$ cat src/sv/uotr_pkg.sv
// Shared types, constants and helper functions for the upper-only text recaser.
package uotr_pkg;

  localparam int unsigned ByteW     = 8;
  localparam int unsigned FifoDepth = 4;
  localparam int unsigned PtrW      = $clog2(FifoDepth);
  localparam int unsigned CntW      = $clog2(FifoDepth + 1);

  localparam logic [ByteW-1:0] ChrPeriod   = 8'h2E;
  localparam logic [ByteW-1:0] ChrQuestion = 8'h3F;
  localparam logic [ByteW-1:0] ChrBang     = 8'h21;
  localparam logic [ByteW-1:0] ChrLowerI   = 8'h69;
  localparam logic [ByteW-1:0] ChrUpperI   = 8'h49;
  localparam logic [ByteW-1:0] CaseClrMask = 8'hDF;
  localparam logic [ByteW-1:0] CaseSetMask = 8'h20;

  typedef enum logic [2:0] {
    MATCH_NONE  = 3'b001,
    MATCH_PUNCT = 3'b010,
    MATCH_I     = 3'b100
  } match_state_t;

  typedef struct packed {
    logic [ByteW-1:0] data;
    logic             last;
  } out_entry_t;

  function automatic logic is_letter(input logic [ByteW-1:0] b);
    is_letter = ((b >= 8'h41) && (b <= 8'h5A)) || ((b >= 8'h61) && (b <= 8'h7A));
  endfunction

  function automatic logic is_sentence_end(input logic [ByteW-1:0] b);
    is_sentence_end = (b == ChrPeriod) || (b == ChrQuestion) || (b == ChrBang);
  endfunction

  function automatic logic in_punct_set(input logic [ByteW-1:0] b);
    logic hit;
    case (b) inside
      8'h20, 8'h21, 8'h22, 8'h27, 8'h28, 8'h29,
      8'h3B, 8'h3C, 8'h3E, 8'h3F, 8'h5B, 8'h5D,
      8'h2C, 8'h2D, 8'h2E, 8'h3A, 8'h7B, 8'h7D: hit = 1'b1;
      default:                                   hit = 1'b0;
    endcase
    in_punct_set = hit;
  endfunction

endpackage

$ cat src/sv/upper_only_text_recaser_top.sv
// Top level of the upper-only text recaser: recasing, pronoun fix and result queue.
// A byte is held until the next byte of its message is accepted, then enters the queue;
//   a final byte is queued right behind its predecessor, or alone if it has none.
// Throughput: one byte per cycle; a final byte queues two results (one if alone), the next
//   message's first byte none; in_ready drops only while the four-entry queue holds 3+.
// Reset: rst_n clears the queue and returns the recaser to start-of-message state.
module upper_only_text_recaser_top (
  input  logic                    clk,
  input  logic                    rst_n,
  input  logic                    in_valid,
  output logic                    in_ready,
  input  logic [uotr_pkg::ByteW-1:0] in_byte,
  input  logic                    in_last,
  output logic                    out_valid,
  input  logic                    out_ready,
  output logic [uotr_pkg::ByteW-1:0] out_byte,
  output logic                    out_last
);
  import uotr_pkg::*;

  logic               ase_r, ase_nxt;
  match_state_t       pms_r, pms_nxt;
  logic [ByteW-1:0]   held_byte_r, held_byte_nxt;
  logic               held_valid_r, held_valid_nxt;

  out_entry_t         fifo_r [FifoDepth];
  logic [PtrW-1:0]    wr_ptr_r, wr_ptr_nxt;
  logic [PtrW-1:0]    rd_ptr_r, rd_ptr_nxt;
  logic [CntW-1:0]    cnt_r, cnt_nxt;

  logic               in_acc, out_acc;
  logic               letter;
  logic [ByteW-1:0]   rec_byte;
  logic               fix_i;
  logic [ByteW-1:0]   held_out;
  logic [1:0]         push_cnt;
  logic [PtrW-1:0]    cur_slot;

  assign in_ready  = (cnt_r <= CntW'(FifoDepth - 2));
  assign in_acc    = in_valid && in_ready;
  assign out_valid = (cnt_r != '0);
  assign out_acc   = out_valid && out_ready;
  assign out_byte  = fifo_r[rd_ptr_r].data;
  assign out_last  = fifo_r[rd_ptr_r].last;

  always_comb begin
    letter = is_letter(in_byte);
    if (!letter) begin
      rec_byte = in_byte;
    end else if (ase_r) begin
      rec_byte = in_byte & CaseClrMask;
    end else begin
      rec_byte = in_byte | CaseSetMask;
    end

    if (is_sentence_end(in_byte)) begin
      ase_nxt = 1'b1;
    end else if (letter) begin
      ase_nxt = 1'b0;
    end else begin
      ase_nxt = ase_r;
    end

    fix_i = 1'b0;
    unique case (pms_r)
      MATCH_PUNCT: begin
        pms_nxt = (rec_byte == ChrLowerI) ? MATCH_I : MATCH_NONE;
      end
      MATCH_I: begin
        fix_i   = !is_letter(rec_byte) && held_valid_r;
        pms_nxt = in_punct_set(rec_byte) ? MATCH_PUNCT : MATCH_NONE;
      end
      default: begin
        pms_nxt = in_punct_set(rec_byte) ? MATCH_PUNCT : MATCH_NONE;
      end
    endcase
    held_out = fix_i ? ChrUpperI : held_byte_r;

    if (in_last) begin
      ase_nxt        = 1'b1;
      pms_nxt        = MATCH_NONE;
      held_byte_nxt  = '0;
      held_valid_nxt = 1'b0;
    end else begin
      held_byte_nxt  = rec_byte;
      held_valid_nxt = 1'b1;
    end

    push_cnt   = in_acc ? ({1'b0, held_valid_r} + {1'b0, in_last}) : 2'd0;
    cur_slot   = held_valid_r ? PtrW'(wr_ptr_r + 1'b1) : wr_ptr_r;
    wr_ptr_nxt = PtrW'(wr_ptr_r + PtrW'(push_cnt));
    rd_ptr_nxt = out_acc ? PtrW'(rd_ptr_r + 1'b1) : rd_ptr_r;
    cnt_nxt    = CntW'(cnt_r + CntW'(push_cnt) - CntW'(out_acc));
  end

  always_ff @(posedge clk) begin
    if (!rst_n) begin
      ase_r        <= 1'b1;
      pms_r        <= MATCH_NONE;
      held_byte_r  <= '0;
      held_valid_r <= 1'b0;
      wr_ptr_r     <= '0;
      rd_ptr_r     <= '0;
      cnt_r        <= '0;
    end else begin
      if (in_acc) begin
        ase_r        <= ase_nxt;
        pms_r        <= pms_nxt;
        held_byte_r  <= held_byte_nxt;
        held_valid_r <= held_valid_nxt;
      end
      wr_ptr_r <= wr_ptr_nxt;
      rd_ptr_r <= rd_ptr_nxt;
      cnt_r    <= cnt_nxt;
    end
  end

  always_ff @(posedge clk) begin
    if (in_acc) begin
      if (held_valid_r) begin
        fifo_r[wr_ptr_r] <= '{data: held_out, last: 1'b0};
      end
      if (in_last) begin
        fifo_r[cur_slot] <= '{data: rec_byte, last: 1'b1};
      end
    end
  end

`ifndef ASSERT_OFF
  a_cnt_bound: assert property (@(posedge clk) disable iff (!rst_n)
    cnt_r <= CntW'(FifoDepth))
    else $error("result queue overflow");

  a_last_clears: assert property (@(posedge clk) disable iff (!rst_n)
    (in_acc && in_last) |=> (!held_valid_r && ase_r && (pms_r == MATCH_NONE)))
    else $error("recaser state not cleared after last request");

  a_held_after_byte: assert property (@(posedge clk) disable iff (!rst_n)
    (in_acc && !in_last) |=> held_valid_r)
    else $error("byte not held after non-final request");

  a_push_count: assert property (@(posedge clk) disable iff (!rst_n)
    (in_acc && held_valid_r && in_last && !out_acc) |=> (cnt_r == $past(cnt_r) + 2'd2))
    else $error("final request did not queue two results");
`endif

endmodule
$ cat config.mk
export PLATFORM = sky130hd
export DESIGN_NAME = upper_only_text_recaser_top
export DESIGN_NICKNAME = d
export VERILOG_FILES = /design/src/sv/uotr_pkg.sv /design/src/sv/upper_only_text_recaser_top.sv
export SDC_FILE = /design/constraint.sdc
export NUM_CORES = 1
export LEC_CHECK = 0
export BUFFER_PORTS_ARGS = -buffer_cell sky130_fd_sc_hd__buf_2
export CORE_ASPECT_RATIO = 1.1
export CORE_MARGIN = 5
export CORE_UTILIZATION = 55
export DETAILED_ROUTE_END_ITERATION = 7
export PLACE_DENSITY_LB_ADDON = 0.1
export SLEW_MARGIN = 5
export SYNTH_ARGS = -nofsm -noshare
export SYNTH_HDL_FRONTEND = slang
export SYNTH_SLANG_ARGS = --single-unit
export TNS_END_PERCENT = 1
$ cat constraint.sdc
create_clock -name clk -period 5.61 [get_ports clk]
set_input_delay 1.122 -clock clk [delete_from_list [all_inputs] [get_ports clk]]
set_output_delay 1.122 -clock clk [all_outputs]
set_load 0.005 [all_outputs]
# Yosys cells after proc, flatten, opt, wreduce, memory -nomap -nowiden
# Memories as Yosys holds them, arrays and structs flattened. A register that Yosys moved wholly into a read port is not among the register bits.
# Index checks and enable logic that the tools add are counted.
# op_classes
add_sub_neg,6
multipliers,0
div_mod_pow,0
n_lt_le_gt_ge,9
n_eq_ne,24
shift,0
muxes,27
n_bitwise,0
n_reduce_logical,17
# op_table
op,count
$eq 8x6->1 const B,17
$eq 8x7->1 const B,5
$ge 8x7->1 const B,4
$le 8x7->1 const B,4
$reduce_or 18->1,1
$mux 8,2
$mux 1,14
$mux 2,6
$mux 6,2
$logic_and 1x1->1,7
$mux 3,2
$pmux 3 s2,1
$reduce_bool 3->1,2
$add 2x1->2 const B,2
$logic_or 1x1->1,4
$add 3x2->3,1
$eq 3x2->1 const B,1
$eq 3x3->1 const B,1
$le 3x2->1 const B,1
$sub 3x1->3,1
$add 1x1->2,1
$add 2x2->2,1
$reduce_and 2->1,1
$reduce_or 2->1,1
$logic_not 1->1,1
# totals
regBits,20
latch_bits,0
mem_bits_rw,36
mem_bits_ro,0
input_bits,13
wordCells,91
memories,1
# memory_table
memory,words,word_bits,read_ports,rd_clocked_by_memory_dff,wr,line,text
fifo_r,4,9,1,1,2,upper_only_text_recaser_top.sv:26,out_entry_t fifo_r [FifoDepth];

# Depth between registers and ports, before layout
# logic_depth
ltp_word,11
ltp_mapped,13
ltp_nobuf,11

# Least setup slack after synthesis
# OpenSTA, ideal clock, no wires.
# synth_timing
path_type,input-to-reg
startpoint,input port in_valid
endpoint,register cnt_r[2]
setup_time_ns,0.128
arrival_time_ns,2.880
required_time_ns,5.482
setup_slack_ns,2.602
cell_stages,12
cell_sequence,and2_1 clkbuf_1 buf_2 nand2_1 ha_1 inv_1 ha_1 inv_1 fa_1 xnor2_1 xnor2_1 nor2_1
# synth_via
elab_chain_len,4
# synth_lines
item,line,text
"start, declared",upper_only_text_recaser_top.sv:10,"input logic in_valid,"
$logic_and 1x1->1,upper_only_text_recaser_top.sv:40,assign in_acc = in_valid && in_ready;
$mux 2,upper_only_text_recaser_top.sv:89,"push_cnt = in_acc ? ({1'b0, held_valid_r} + {1'b0, in_last}) : 2'd0;"
$add 3x2->3,upper_only_text_recaser_top.sv:93,cnt_nxt = CntW'(cnt_r + CntW'(push_cnt) - CntW'(out_acc));
$sub 3x1->3,upper_only_text_recaser_top.sv:93,
"end signal, assigned",upper_only_text_recaser_top.sv:114,cnt_r <= cnt_nxt;
"end, declared",upper_only_text_recaser_top.sv:29,"logic [CntW-1:0] cnt_r, cnt_nxt;"
# No other way between the ends.
# A chain may end at the register's enable or synchronous reset.

# Worst setup path in the final report
# Ends and elaborated chain as after synthesis.

==> flow_metrics.env <==
export IMPL_outcome="finished clean"
export IMPL_die_h_um=87.9
export IMPL_synth_cell_types=44
export IMPL_clkTransAtPathRegs_ns=0.06
export IMPL_synth_simple_area_share_pct=21.0
export IMPL_synth_edf_count=32
export IMPL_grt_overflow=0
export IMPL_drt_wl_total_um=6640
export IMPL_drc=0
export IMPL_num_fill_cells=484
export IMPL_n_antenna_cell=0
export IMPL_antenna_found_initial=0
export IMPL_seqCellArea_um2=1480
export IMPL_grt_start_max_net_pins=17
export IMPL_place_gp_congestion=0.882
export IMPL_critical_path_class="primary input to flop"
export IMPL_worst_pin_slew_ns=0.621
export IMPL_post_route_period_util_pct=51.7
export IMPL_max_clock_path_buffers=2
export IMPL_vias=2287
export IMPL_synthAdderAreaFrac_pct=4.37
export IMPL_yosys_warnings=0
export IMPL_cts_htree_levels=3
export IMPL_cts_setup_buffers=0
export IMPL_synthToLayoutAreaGrowth_pct=11.2
export IMPL_grt_util_all_layers_pct=21.4
export IMPL_synth_flop_cell="edfxtp_1"
export IMPL_final_area_um2=3380
export IMPL_powerDensity_nw_per_um2=374
export IMPL_ctsResizeCount=0
export IMPL_cts_tree="yes"
export IMPL_hold_viol_final=0
export IMPL_ctsHoldBuffers=0
export IMPL_synth_mux_area_share_pct=6.68
export IMPL_yosysSeqAreaShare_pct=48.8
export IMPL_dr_pass1_iters=4
export IMPL_yosys_area_share_xor_xnor_pct=2.02
export IMPL_syn_avg_cell_area_um2=9.76
export IMPL_synth_compound_area_share_pct=13.9
export IMPL_period_needed_ns=2.90
export IMPL_numCtsBuffers=9
export IMPL_io_pins=24
export IMPL_pre_cts_ws_ns=2.35
export IMPL_core_area_um2=5360
export IMPL_skew_ns=0.00710
export IMPL_first_iter_violations=306
export IMPL_fmax_mhz=345
export IMPL_crit_path_max_fanout=16
export IMPL_multi_input_area_um2=1460
export IMPL_worstSetupStartpointType="primary input"
export IMPL_clock_latency_ns=0.34
export IMPL_initial_utilization_pct=56.6
export IMPL_syn_inst=311
export IMPL_synth_ff_latch_count=58
export IMPL_required_ns=5.81
export IMPL_ant_nets=0
export IMPL_min_path_type="flop to flop"
export IMPL_cts_root_buf="clkbuf_8"
export IMPL_hpwlAfterDp_um=4860
export IMPL_grt_pass1_wl_um=11100
export IMPL_stdcell_count=410
export IMPL_drv_slew=0
export IMPL_io_buffers=23
export IMPL_end_kind="flop"
export IMPL_grt_pass1_vias=2236
export IMPL_synth_nets=334
export IMPL_layout_nets=353
export IMPL_wl_per_cell_um=16.2
export IMPL_relSlewSlack_pct=58.5
export IMPL_drive_gt1_share_pct=15.5
export IMPL_clock_sinks=58
export IMPL_rsz0062_at_grt="false"
export IMPL_leakage_uw=0.00123
export IMPL_synth_top_family_by_area="simple AND/OR/NAND/NOR gates"
export IMPL_dieArea_um2=7110
export IMPL_dpl_instance_area_um2=3180
export IMPL_arrival_ns=3.10
export IMPL_setup_viol=0
export IMPL_maxCapViolCount=0
export IMPL_rows=28
export IMPL_placed_cells=394
export IMPL_detail_route_vias_per_cell=5.58
export IMPL_tns_ns=0
export IMPL_setup_slack_ns=2.71
export IMPL_die_width_um=80.8
export IMPL_netlist_area_um2=3040
export IMPL_async_reset_ff_share_pct=0
export IMPL_ir_worst_vdd_uv=261
[sequential cells by signal (all words and copies together), names as in the netlist, named ones only]
name and flops:
ase_r 1, rd_ptr_r 2, pms_r 3, fifo_r 36, wr_ptr_r 2, held_byte_r 8, held_valid_r 1, cnt_r 3
[synth_stat cells, drive strengths merged (2+ instances only)]
cell     count  area (um^2)
a21o         3         22.5
a21oi       13         68.8
and2         6         37.5
buf          6         28.8
clkbuf       9         33.8
dfxtp       26          521
edfxtp      32          961
ha           9          113
inv          9         33.8
mux4         9          203
nand2       70          263
nand2b      12         75.1
nand3       10         50.1
nand3b       5         37.5
nor2        16         60.1
nor2b        5         38.8
nor3         2         10.0
o21ai       25          125
o22ai       14         93.8
o2bb2ai      2         17.5
or3          5         31.3
xnor2        6         52.6
[final cells by class]
cell class | count | area share, %
inverters | 9 | 1.00
well taps | 75 | 2.78
clock inverters | 2 | 0.297
repair buffers | 23 | 3.41
clock buffers | 14 | 5.45
multi-input cells | 229 | 43.2
flip-flops and latches | 58 | 43.9
[layout by cell type (no fill, tap or decap), types with 9 or more instances in the layout]
master and n:
buf_2 23, o22ai_1 13, nand2_1 70, nand3_1 10, edfxtp_1 32, nor2_1 16
nand2b_1 12, dfxtp_1 26, clkbuf_8 11, a21oi_1 12, ha_1 9, o21ai_0 19
mux4_2 9, inv_1 9
[report_power, final]
part           total (uW)  internal, uW  switching [uW]
Clock                 366           210             156
Combinational         326           159             168
Sequential            569           511            57.6
Total                1260           880             382
[logic make-up (layout without fill, tap and decap cells)]
family          count (synthesis)  after routing
compound gates                 68             68
xor+xnor                        7              7
fa+ha+maj                      10             10
buf+inv                        24             48
flops                          58             58
mux                             9              9
simple gates                  135            135
[final timing paths]
path / from / to / slack (ns) / cells after the start
setup reg to reg: cnt_r[0]$_SDFF_PN0_ / cnt_r[2]$_SDFF_PN0_ / 3.02 / 11
setup / recovery: in_valid / cnt_r[2]$_SDFF_PN0_ / 2.71 / 11
hold reg to reg: fifo_r[0][0]$_SDFFE_PP1P_ / fifo_r[0][0]$_SDFFE_PP1P_ / 0.44 / 2
hold / removal: fifo_r[0][0]$_SDFFE_PP1P_ / fifo_r[0][0]$_SDFFE_PP1P_ / 0.44 / 2
[metal layers]
layer / global-route usage (%) / up-vias / routed length, um
met4: 12.4 / 0 / 148
met1: 26.9 / 1046 / 2980
met3: 3.91 / 13 / 324
met5: 0 / - / 0
li1: - / 1149 / -
met2: 34.4 / 79 / 3190
[through the flow]
stage	hold slack, ns	power, uW	utilization, %
floorplan	0.418	808	-
global placement	0.432	899	59.4
detailed placement	0.436	908	59.4
CTS	0.445	1280	63.0
global route	0.470	1350	63.0
finish	0.442	1260	63.0
[worst max-delay path, stage by stage]
cell and delay (ns):
buf_2 0.09, and2_1 0.46, nand2_1 0.15, ha_1 0.30, inv_1 0.06, ha_1 0.13
inv_1 0.05, fa_1 0.38, xnor2_1 0.18, xnor2_1 0.14, nor2_1 0.06
No activity file was read; power rests on OpenSTA's default activity.
